### src/rtl/core/lrubc_pkg.sv
// lrubc_pkg: shared constants for the lru block cache replacement core
// no dependencies; imported by lru_block_cache_replacement_core
package lrubc_pkg;

    // fixed widths of the result fields
    localparam int unsigned SLOT_W   = 4;
    localparam int unsigned VICTIM_W = 20;

endpackage

### src/rtl/core/lru_block_cache_replacement_core.sv
// lru_block_cache_replacement_core: lru slot selection for a block cache
// entry table in one synchronous memory, valid bits in flops
// depends on lrubc_pkg
//
//  channel   signals                                      direction
//  -------   -------------------------------------------  ---------
//  in        in_valid, in_stall, block_number             request in
//  out       out_valid, out_stall, hit, slot,             result out
//            victim_valid, victim_block
//  cfg       cfg_valid, cfg_ready, cfg_data (pinned)      write in
//
// one request at a time: the scan reads one entry a cycle through the single memory
// read port, then the entry is written back in S_DONE; in_stall is high until then.
// reset clears the valid bits, the time counter and the control; pinned block resets to 1.
// a new request is taken while a finished result waits in the output register;
// the write-back waits only while that register is still full and stalled.
// the pinned register takes writes only while no request is being scanned
module lru_block_cache_replacement_core
    import lrubc_pkg::*;
#(
    parameter int unsigned ENTRIES    = 16,
    parameter int unsigned BLOCK_BITS = 20,
    parameter int unsigned TIME_BITS  = 32
)
(
    input  logic                  clk,
    input  logic                  rst_n,

    input  logic                  in_valid,
    output logic                  in_stall,
    input  logic [BLOCK_BITS-1:0] block_number,

    output logic                  out_valid,
    input  logic                  out_stall,
    output logic                  hit,
    output logic [SLOT_W-1:0]     slot,
    output logic                  victim_valid,
    output logic [VICTIM_W-1:0]   victim_block,

    input  logic                  cfg_valid,
    output logic                  cfg_ready,
    input  logic [BLOCK_BITS-1:0] cfg_data
);

    localparam int unsigned IDX_W  = $clog2(ENTRIES);
    localparam int unsigned CNT_W  = IDX_W + 1;
    localparam int unsigned WORD_W = BLOCK_BITS + TIME_BITS;

    typedef enum logic [1:0] {
        S_IDLE,
        S_SCAN,
        S_DONE
    } state_t;

    // entry memory: {block, stamp}
    logic [WORD_W-1:0]     mem [ENTRIES];
    logic [WORD_W-1:0]     mem_q_reg;
    logic                  mem_we;
    logic [IDX_W-1:0]      mem_waddr;
    logic [IDX_W-1:0]      mem_raddr;

    state_t                state_reg;
    logic [ENTRIES-1:0]    valid_reg;
    logic [TIME_BITS-1:0]  time_reg;
    logic [BLOCK_BITS-1:0] pinned_reg;
    logic [BLOCK_BITS-1:0] blk_reg;
    logic [CNT_W-1:0]      rd_cnt_reg;
    logic                  rd_vld_reg;
    logic [IDX_W-1:0]      rd_idx_reg;

    logic                  hit_found_reg;
    logic [IDX_W-1:0]      hit_idx_reg;
    logic                  found_reg;
    logic [TIME_BITS-1:0]  best_age_reg;
    logic [IDX_W-1:0]      best_idx_reg;
    logic                  best_valid_reg;
    logic [BLOCK_BITS-1:0] best_blk_reg;

    logic                  out_valid_reg;
    logic                  hit_reg;
    logic [SLOT_W-1:0]     slot_reg;
    logic                  victim_valid_reg;
    logic [VICTIM_W-1:0]   victim_block_reg;

    // scan evaluation
    logic                  e_valid;
    logic [BLOCK_BITS-1:0] e_blk;
    logic [TIME_BITS-1:0]  e_stamp;
    logic [TIME_BITS-1:0]  e_age;
    logic                  e_match;
    logic                  e_pinned;
    logic                  e_first;
    logic                  e_take;
    logic                  rd_more;
    logic                  done_go;
    logic [SLOT_W+IDX_W-1:0]        slot_ext;
    logic [VICTIM_W+BLOCK_BITS-1:0] vblk_ext;

    assign in_stall  = (state_reg != S_IDLE);
    assign cfg_ready = (state_reg == S_IDLE);

    assign e_valid  = valid_reg[rd_idx_reg];
    assign e_blk    = mem_q_reg[WORD_W-1:TIME_BITS];
    assign e_stamp  = mem_q_reg[TIME_BITS-1:0];
    assign e_age    = e_valid ? (time_reg - e_stamp) : time_reg;
    assign e_match  = e_valid && (e_blk == blk_reg);
    assign e_pinned = e_valid && (pinned_reg != '0) && (e_blk == pinned_reg);
    assign e_first  = (rd_idx_reg == '0);
    assign e_take   = e_first || (!e_pinned && (!found_reg || (e_age > best_age_reg)));

    assign rd_more   = (rd_cnt_reg < CNT_W'(ENTRIES));
    assign mem_raddr = rd_cnt_reg[IDX_W-1:0];
    assign done_go   = (state_reg == S_DONE) && (!out_valid_reg || !out_stall);
    assign mem_we    = done_go;
    assign mem_waddr = hit_found_reg ? hit_idx_reg : best_idx_reg;

    assign slot_ext = {{SLOT_W{1'b0}}, mem_waddr};
    assign vblk_ext = {{VICTIM_W{1'b0}}, best_blk_reg};

    always_ff @(posedge clk)
    begin
        if (mem_we)
        begin
            mem[mem_waddr] <= {blk_reg, time_reg};
        end
        mem_q_reg <= mem[mem_raddr];
    end

    always_ff @(posedge clk or negedge rst_n)
    begin
        if (!rst_n)
        begin
            state_reg        <= S_IDLE;
            valid_reg        <= '0;
            time_reg         <= '0;
            pinned_reg       <= BLOCK_BITS'(1);
            blk_reg          <= '0;
            rd_cnt_reg       <= '0;
            rd_vld_reg       <= 1'b0;
            rd_idx_reg       <= '0;
            hit_found_reg    <= 1'b0;
            hit_idx_reg      <= '0;
            found_reg        <= 1'b0;
            best_age_reg     <= '0;
            best_idx_reg     <= '0;
            best_valid_reg   <= 1'b0;
            best_blk_reg     <= '0;
            out_valid_reg    <= 1'b0;
            hit_reg          <= 1'b0;
            slot_reg         <= '0;
            victim_valid_reg <= 1'b0;
            victim_block_reg <= '0;
        end
        else
        begin
            if (cfg_valid && cfg_ready)
            begin
                pinned_reg <= cfg_data;
            end

            if (out_valid_reg && !out_stall && !done_go)
            begin
                out_valid_reg <= 1'b0;
            end

            unique case (state_reg)
                S_IDLE:
                begin
                    rd_vld_reg <= 1'b0;
                    if (in_valid)
                    begin
                        blk_reg    <= block_number;
                        time_reg   <= time_reg + 1'b1;
                        rd_cnt_reg <= '0;
                        state_reg  <= S_SCAN;
                    end
                end
                S_SCAN:
                begin
                    // issue one read a cycle, evaluate the entry read last cycle
                    rd_vld_reg <= rd_more;
                    rd_idx_reg <= mem_raddr;
                    if (rd_more)
                    begin
                        rd_cnt_reg <= rd_cnt_reg + 1'b1;
                    end
                    if (rd_vld_reg)
                    begin
                        if (e_match && (e_first || !hit_found_reg))
                        begin
                            hit_idx_reg <= rd_idx_reg;
                        end
                        hit_found_reg <= e_first ? e_match : (hit_found_reg || e_match);
                        found_reg     <= e_first ? !e_pinned : (found_reg || !e_pinned);
                        if (e_take)
                        begin
                            best_age_reg   <= e_age;
                            best_idx_reg   <= rd_idx_reg;
                            best_valid_reg <= e_valid;
                            best_blk_reg   <= e_blk;
                        end
                        if (rd_idx_reg == IDX_W'(ENTRIES - 1))
                        begin
                            state_reg <= S_DONE;
                        end
                    end
                end
                S_DONE:
                begin
                    rd_vld_reg <= 1'b0;
                    if (done_go)
                    begin
                        valid_reg[mem_waddr] <= 1'b1;
                        out_valid_reg        <= 1'b1;
                        hit_reg              <= hit_found_reg;
                        slot_reg             <= slot_ext[SLOT_W-1:0];
                        victim_valid_reg     <= !hit_found_reg && best_valid_reg;
                        victim_block_reg     <= (!hit_found_reg && best_valid_reg)
                                                ? vblk_ext[VICTIM_W-1:0] : '0;
                        state_reg            <= S_IDLE;
                    end
                end
                default:
                begin
                    state_reg <= S_IDLE;
                end
            endcase
        end
    end

    assign out_valid    = out_valid_reg;
    assign hit          = hit_reg;
    assign slot         = slot_reg;
    assign victim_valid = victim_valid_reg;
    assign victim_block = victim_block_reg;

endmodule
### config.mk
export PLATFORM = sky130hd
export DESIGN_NAME = lru_block_cache_replacement_core
export DESIGN_NICKNAME = d
export VERILOG_FILES = /design/src/rtl/core/lrubc_pkg.sv /design/src/rtl/core/lru_block_cache_replacement_core.sv
export SDC_FILE = /design/constraint.sdc
export NUM_CORES = 1
export LEC_CHECK = 0
export BUFFER_PORTS_ARGS = -buffer_cell sky130_fd_sc_hd__buf_2
export CORE_AREA = 2 2 284 286
export DETAILED_ROUTE_END_ITERATION = 6
export DIE_AREA = 0 0 286 288
export GPL_ROUTABILITY_DRIVEN = 0
export GPL_TIMING_DRIVEN = 0
export PLACE_DENSITY_LB_ADDON = 0.3
export SYNTH_ARGS = -nofsm -noshare
export SYNTH_HDL_FRONTEND = slang
export SYNTH_SLANG_ARGS = --single-unit
### constraint.sdc
create_clock -name clk -period 13.2 [get_ports clk]
set_clock_uncertainty 0.05 [all_clocks]
set_input_delay 0.66 -clock clk [delete_from_list [all_inputs] [get_ports clk]]
set_output_delay 0.66 -clock clk [all_outputs]
set_load 0.05 [all_outputs]
==> flow_metrics.env, run 1 <==
export IMPL_grt_usage_pct=25.83
export IMPL_grt_max_degree=118
export IMPL_postRouteAntennaNets=0
export IMPL_p_leak_nw=17.05
export IMPL_arrival_ns=7.20
export IMPL_power_density_nw_per_um2=217.2
export IMPL_timing_rr_start="time_reg[0]"
export IMPL_muxShareOfSynthArea_pct=16.65
export IMPL_syn_inst=2285
export IMPL_relSlewSlack_pct=12.29
export IMPL_ctsResizeCount=0
export IMPL_gr_total_overflow=0
export IMPL_area_growth_pct=13.67
export IMPL_drv_cap=0
export IMPL_hold_buffers=1
export IMPL_fin_ws_ns=6.485
export IMPL_syn_nets=2396
export IMPL_seqPwrFrac_pct=42.0
export IMPL_clkPwrFrac_pct=27.0
export IMPL_synth_top_family_by_area="multiplexers"
export IMPL_grt_pass1_vias=23530
export IMPL_synth_edf_count=832
export IMPL_cts_sinks=1074
export IMPL_post_route_drc_count=0
export IMPL_rrSetupSlack_ns=6.48
export IMPL_min_period_ns=6.715
export IMPL_initial_core_util_pct=54.25
export IMPL_drive_gt1_share_pct=25.79
export IMPL_netSwitchingFraction_pct=31.82
export IMPL_final_setup_tns_ns=0
export IMPL_min_period_over_period_pct=50.87
export IMPL_cpPeakStageDelay_ns=0.65
export IMPL_clock_fmax_mhz=148.9
export IMPL_cts_buffers=101
export IMPL_holdPathStages=2
export IMPL_grt_pass1_wl_um=154100
export IMPL_rows=104
export IMPL_drt_iter0_markers=2359
export IMPL_core_um2=79640
export IMPL_finalWirelength_um=104500
export IMPL_io_pins=74
export IMPL_final_cell_mix="832 x edfxtp_1, 264 x mux4_2, 189 x dfrtp_1, 102 x clkbuf_16, 88 x clkbuf_1"
export IMPL_antenna_found_initial=0
export IMPL_yosys_area_top_type="edfxtp_1"
export IMPL_synth_seq_cells=1074
export IMPL_intPower_mw=7.273
export IMPL_die_width_um=286
export IMPL_finalSetupViolations=0
export IMPL_synth_compound_area_share_pct=3.305
export IMPL_wl_per_cell_um=28.67
export IMPL_synth_area_per_cell_um2=18.91
export IMPL_largest_reg_flops=832
export IMPL_net_switching_power_mw=3.394
export IMPL_crit_path_end_kind="flip-flop"
export IMPL_clk_pin_slew_ns=0.06
export IMPL_place_ws_ns=6.692
export IMPL_yosys_top_cells_area="edfxtp_1 58%, mux4_2 14%, dfrtp_1 11%"
export IMPL_crit_chain="inv_1, ha_1, inv_1, fa_1, a21oi_1, o21ai_1, a21oi_1, o31ai_2, a31oi_1, o21ai_0, a311oi_1, o21ai_0, ha_1, nand4_1, nor4_1, o31a_1, a2bb2oi_1, o21ai_2, and2_4, buf_6, buf_2, mux2_4"
export IMPL_rr_worst_depth=22
export IMPL_yosysSeqAreaShare_pct=71.25
export IMPL_final_hold_violation_count=0
export IMPL_firstDrtPassIters=5
export IMPL_synth_xor_area_share_pct=2.007
export IMPL_dp_hpwl_um=65770
export IMPL_insertion_delay_ns=0.66
export IMPL_final_common_cell="edfxtp_1"
export IMPL_die_area_um2=82370
export IMPL_finish_net_count=2610
export IMPL_share_comb_of_total_power_pct=31.0
export IMPL_synthArstFlopShare_pct=17.69
export IMPL_ys_flop_type="edfxtp_1"
export IMPL_ir_drop_mv=0.1665
export IMPL_cp_slowest_cell="a31oi_1"
export IMPL_diodes=0
export IMPL_hp_class="input port to flip-flop"
export IMPL_status="finished, final reports clean"
export IMPL_clockBufferDepth=3
export IMPL_cts_tree="yes"
export IMPL_yosys_area_share_simple_pct=3.116
export IMPL_min_from="block_number[18]"
export IMPL_yosys_area_share_adder_pct=1.929
export IMPL_synthDistinctLibCells=67
export IMPL_reg2reg_to="best_blk_reg[1]"
export IMPL_port_buffers=73
export IMPL_synth_top_area_share_pct=57.83
export IMPL_path_max_fanout=21
export IMPL_syn_area_um2=43200
export IMPL_crit_type="flip-flop to flip-flop"
export IMPL_slew_viol_final=0
export IMPL_vias=22710
export IMPL_cp_start_kind="flip-flop"
export IMPL_rsz0062_at_grt="no"
export IMPL_cts_max_level=3
export IMPL_routed_via_density=6.228
export IMPL_yosys_warnings=0
export IMPL_root_buffer="clkbuf_16"
export IMPL_min_to="blk_reg[18]"
export IMPL_crit_required_ns=13.69
export IMPL_tightest_slew_ns=1.302
export IMPL_postCtsSetupBuffers=0
export IMPL_die_y_um=288
critical path: cells and delay by family, from the launching register on:
family,cells,cell delay (ns)
AO/OA/AOI/OAI,11,3.10
adder cells (fa/ha/maj),3,0.91
buffers and inverters,4,0.63
flip-flops,1,0.61
multiplexers,1,0.34
AND/OR/NAND/NOR,3,0.96
final cells by class:
cell class	count	area [um^2]
Clock inverter	54	504.2
Inverter	87	326.6
Sequential cell	1074	30780
Fill cell	5526	30530
Buffer	98	424.2
Multi-Input combinational cell	1026	11790
Tap cell	1060	1326
Clock buffer	136	2770
Timing Repair Buffer	111	1186
routing by layer:
layer	up-vias	wire (um)	global-route usage (%)
li1	9537	-	-
met1	11900	40820	34.98
met2	1069	51910	42.86
met3	206	8534	4.540
met4	0	3284	8.796
met5	-	0	0
Yosys cell counts, types with 49 or more instances:
master / instances
mux2_2: 59
xnor2_1: 52
nand2_1: 86
ha_1: 65
o21ai_0: 49
mux4_2: 264
edfxtp_1: 832
inv_1: 87
clkbuf_1: 63
a21oi_1: 64
dfrtp_1: 189
dfxtp_1: 52
logic make-up (layout without fill, tap and decap cells):
group | Yosys count | after routing
buf+inv | 185 | 486
mux | 365 | 365
fa+ha+maj | 66 | 66
simple gates | 277 | 277
flops | 1074 | 1074
xor+xnor | 99 | 99
compound gates | 219 | 219
stage by stage:
stage / instances / area, um^2 / util [%] / hold slack [ns] / total power, mW
detailed placement: 3455 / 45820 / 57.54 / 0.3978 / 7.826
global route: 3646 / 49110 / 61.66 / 0.1673 / 11.09
global placement: 3418 / 44890 / 56.37 / 0.3955 / 7.720
CTS: 3646 / 49110 / 61.66 / 0.1502 / 10.70
floorplan: 2285 / 43200 / - / 0.3144 / 6.779
finish: 3646 / 49110 / 61.66 / 0.1832 / 10.67
worst max path at each step:
stage | start | endpoint | cells past startpoint
after detailed placement | time_reg[0] | best_blk_reg[1] | 22
after global routing | time_reg[0] | best_blk_reg[1] | 22
after floorplan | time_reg[0] | best_blk_reg[1] | 22
final | time_reg[0] | best_blk_reg[1] | 22
after CTS | time_reg[0] | best_blk_reg[1] | 22
after global placement | out_stall | valid_reg[8] | 5
power groups by stage:
stage / Sequential [mW] / Clock (mW) / Combinational (mW)
after CTS: 4.48 / 2.90 / 3.32
after global placement: 4.51 / 0 / 3.21
final: 4.48 / 2.88 / 3.31
after global routing: 4.52 / 3.03 / 3.54
after floorplan: 4.40 / 0 / 2.38
after detailed placement: 4.54 / 0 / 3.28
(Power assumes the default switching activity.)
==> inputs of run 2 (changes only) <==
==> constraint.sdc (replaced) <==
create_clock -name clk -period 5.8 [get_ports clk]
set_clock_uncertainty 0.05 [all_clocks]
set_input_delay 0.29 -clock clk [delete_from_list [all_inputs] [get_ports clk]]
set_output_delay 0.29 -clock clk [all_outputs]
set_load 0.05 [all_outputs]
==> flow_metrics.env, run 2 (same netlist as run 1, synthesis figures left out) <==
export IMPL_diodes=0
export IMPL_area_growth_pct=14.99
export IMPL_die_area_um2=82370
export IMPL_net_switching_power_mw=7.822
export IMPL_die_y_um=288
export IMPL_drive_gt1_share_pct=26.51
export IMPL_final_setup_tns_ns=0
export IMPL_final_hold_violation_count=0
export IMPL_grt_pass1_vias=23790
export IMPL_gr_total_overflow=0
export IMPL_cp_start_kind="flip-flop"
export IMPL_port_buffers=73
export IMPL_grt_usage_pct=26.09
export IMPL_dp_hpwl_um=65770
export IMPL_relSlewSlack_pct=13.59
export IMPL_crit_path_end_kind="flip-flop"
export IMPL_path_max_fanout=12
export IMPL_cts_sinks=1074
export IMPL_share_comb_of_total_power_pct=31.6
export IMPL_antenna_found_initial=0
export IMPL_multi_input_area_um2=11880
export IMPL_cts_buffers=101
export IMPL_min_period_ns=5.600
export IMPL_rsz0062_at_grt="no"
export IMPL_crit_type="flip-flop to flip-flop"
export IMPL_initial_core_util_pct=54.25
export IMPL_status="finished, final reports clean"
export IMPL_routed_via_density=6.261
export IMPL_ir_drop_mv=0.4455
export IMPL_netSwitchingFraction_pct=31.93
export IMPL_die_width_um=286
export IMPL_hold_ws_ns=0.02663
export IMPL_cts_tree="yes"
export IMPL_dpl_cell_area_um2=45820
export IMPL_p_leak_nw=17.25
export IMPL_post_route_drc_count=0
export IMPL_clkPwrFrac_pct=26.7
export IMPL_finalInstanceArea_um2=49670
export IMPL_finalSetupViolations=0
export IMPL_wl_per_cell_um=28.73
export IMPL_intPower_mw=16.68
export IMPL_largest_reg_flops=832
export IMPL_clk_pin_slew_ns=0.06
export IMPL_core_um2=79640
export IMPL_seq_area_um2=30810
export IMPL_fill_cells=5454
export IMPL_final_cell_mix="832 x edfxtp_1, 264 x mux4_2, 172 x dfrtp_1, 102 x clkbuf_16"
export IMPL_drv_cap=0
export IMPL_min_period_over_period_pct=96.55
export IMPL_crit_required_ns=6.30
export IMPL_vias=23100
export IMPL_insertion_delay_ns=0.66
export IMPL_power_density_nw_per_um2=493.2
export IMPL_arrival_ns=6.10
export IMPL_io_pins=74
export IMPL_root_buffer="clkbuf_16"
export IMPL_finish_net_count=2653
export IMPL_cts_max_level=3
export IMPL_finalWirelength_um=106000
export IMPL_firstDrtPassIters=5
export IMPL_clockBufferDepth=3
export IMPL_hp_class="input port to flip-flop"
export IMPL_final_common_cell="edfxtp_1"
export IMPL_grt_max_degree=118
export IMPL_rows=104
export IMPL_clock_fmax_mhz=178.6
export IMPL_slew_viol_final=0
export IMPL_postRouteAntennaNets=0
export IMPL_seqPwrFrac_pct=41.7
export IMPL_drt_iter0_markers=2177
export IMPL_tightest_slew_ns=1.283
export IMPL_grt_pass1_wl_um=155600
[run 2: timing repair]
action | 4_1_cts | 5_1_grt
hold buffers | 42 | 0
setup endpoints to repair | 57 | 57
pin swaps | 0 | 3
setup buffers | 0 | 3
gates cloned | 0 | 0
endpoints found under the hold margin | 115 | 0
resized for setup | 16 | 27
[run 2: path summary, 6_finish.rpt]
path,startpoint,endpoint,slack [ns],depth (start not counted)
worst max-delay path,time_reg[0],best_age_reg[20],0.20,22
worst max register to register,time_reg[0],best_age_reg[20],0.20,22
worst min register to register,valid_reg[2],valid_reg[2],0.41,1
min in group asynchronous,rst_n,blk_reg[3],0.13,2
worst min-delay path,in_valid,rd_cnt_reg[1],0.03,3
max in group asynchronous,rst_n,time_reg[4],4.42,3
[run 2: final cells by class]
cell class,count,area share (%)
Sequential cell,1074,62.02
Multi-Input combinational cell,1026,23.91
Clock buffer,136,5.577
Timing Repair Buffer,155,3.259
Tap cell,1060,2.670
Clock inverter,54,1.015
Buffer,97,0.8967
Inverter,87,0.6574
[run 2: through the flow]
stage	power [mW]	std cells	setup slack (ns)	utilization [%]
2_1_floorplan	15.43	2285	0.9597	-
3_3_place_gp	17.57	3418	-1.708	56.37
3_5_place_dp	17.81	3455	-0.7082	57.54
4_1_cts	24.41	3686	0.003171	62.24
5_1_grt	25.47	3689	0.008705	62.38
6_report	24.50	3689	0.2001	62.38
[run 2: per-layer routing]
metal  vias to the layer above  share of wire (%)  track usage (%)  wire length [um]
met2                      1109                 50            43.36             52590
met4                         0                3.3            9.162              3469
met5                         -                  0                0                 0
met3                       203                7.7            4.548              8142
li1                       9613                  -                -                 -
met1                     12170                 39            35.18             41790
[run 2: worst max-delay path, cell delays in order (launching register included)]
cell and delay [ns]:
dfrtp_4 0.54, inv_1 0.11, ha_1 0.16, inv_1 0.05, fa_1 0.41, a21oi_2 0.16
o21ai_1 0.11, a21oi_2 0.28, o31ai_4 0.14, a31oi_4 0.35, o21ai_0 0.16, a311oi_1 0.33
o21ai_0 0.18, ha_1 0.33, nand4_1 0.21, nor4_4 0.44, o31a_1 0.22, a2bb2oi_2 0.29
o21ai_4 0.12, and2_4 0.18, buf_6 0.16, buf_8 0.17, mux2_4 0.31
[run 2: power groups by stage]
stage               Sequential [mW]  Clock, mW  Combinational, mW
finish                         10.2       6.55               7.75
global route                   10.3       6.90               8.27
CTS                            10.2       6.60               7.60
detailed placement             10.3          0               7.47
global placement               10.3          0               7.30
floorplan                      10.0          0               5.42
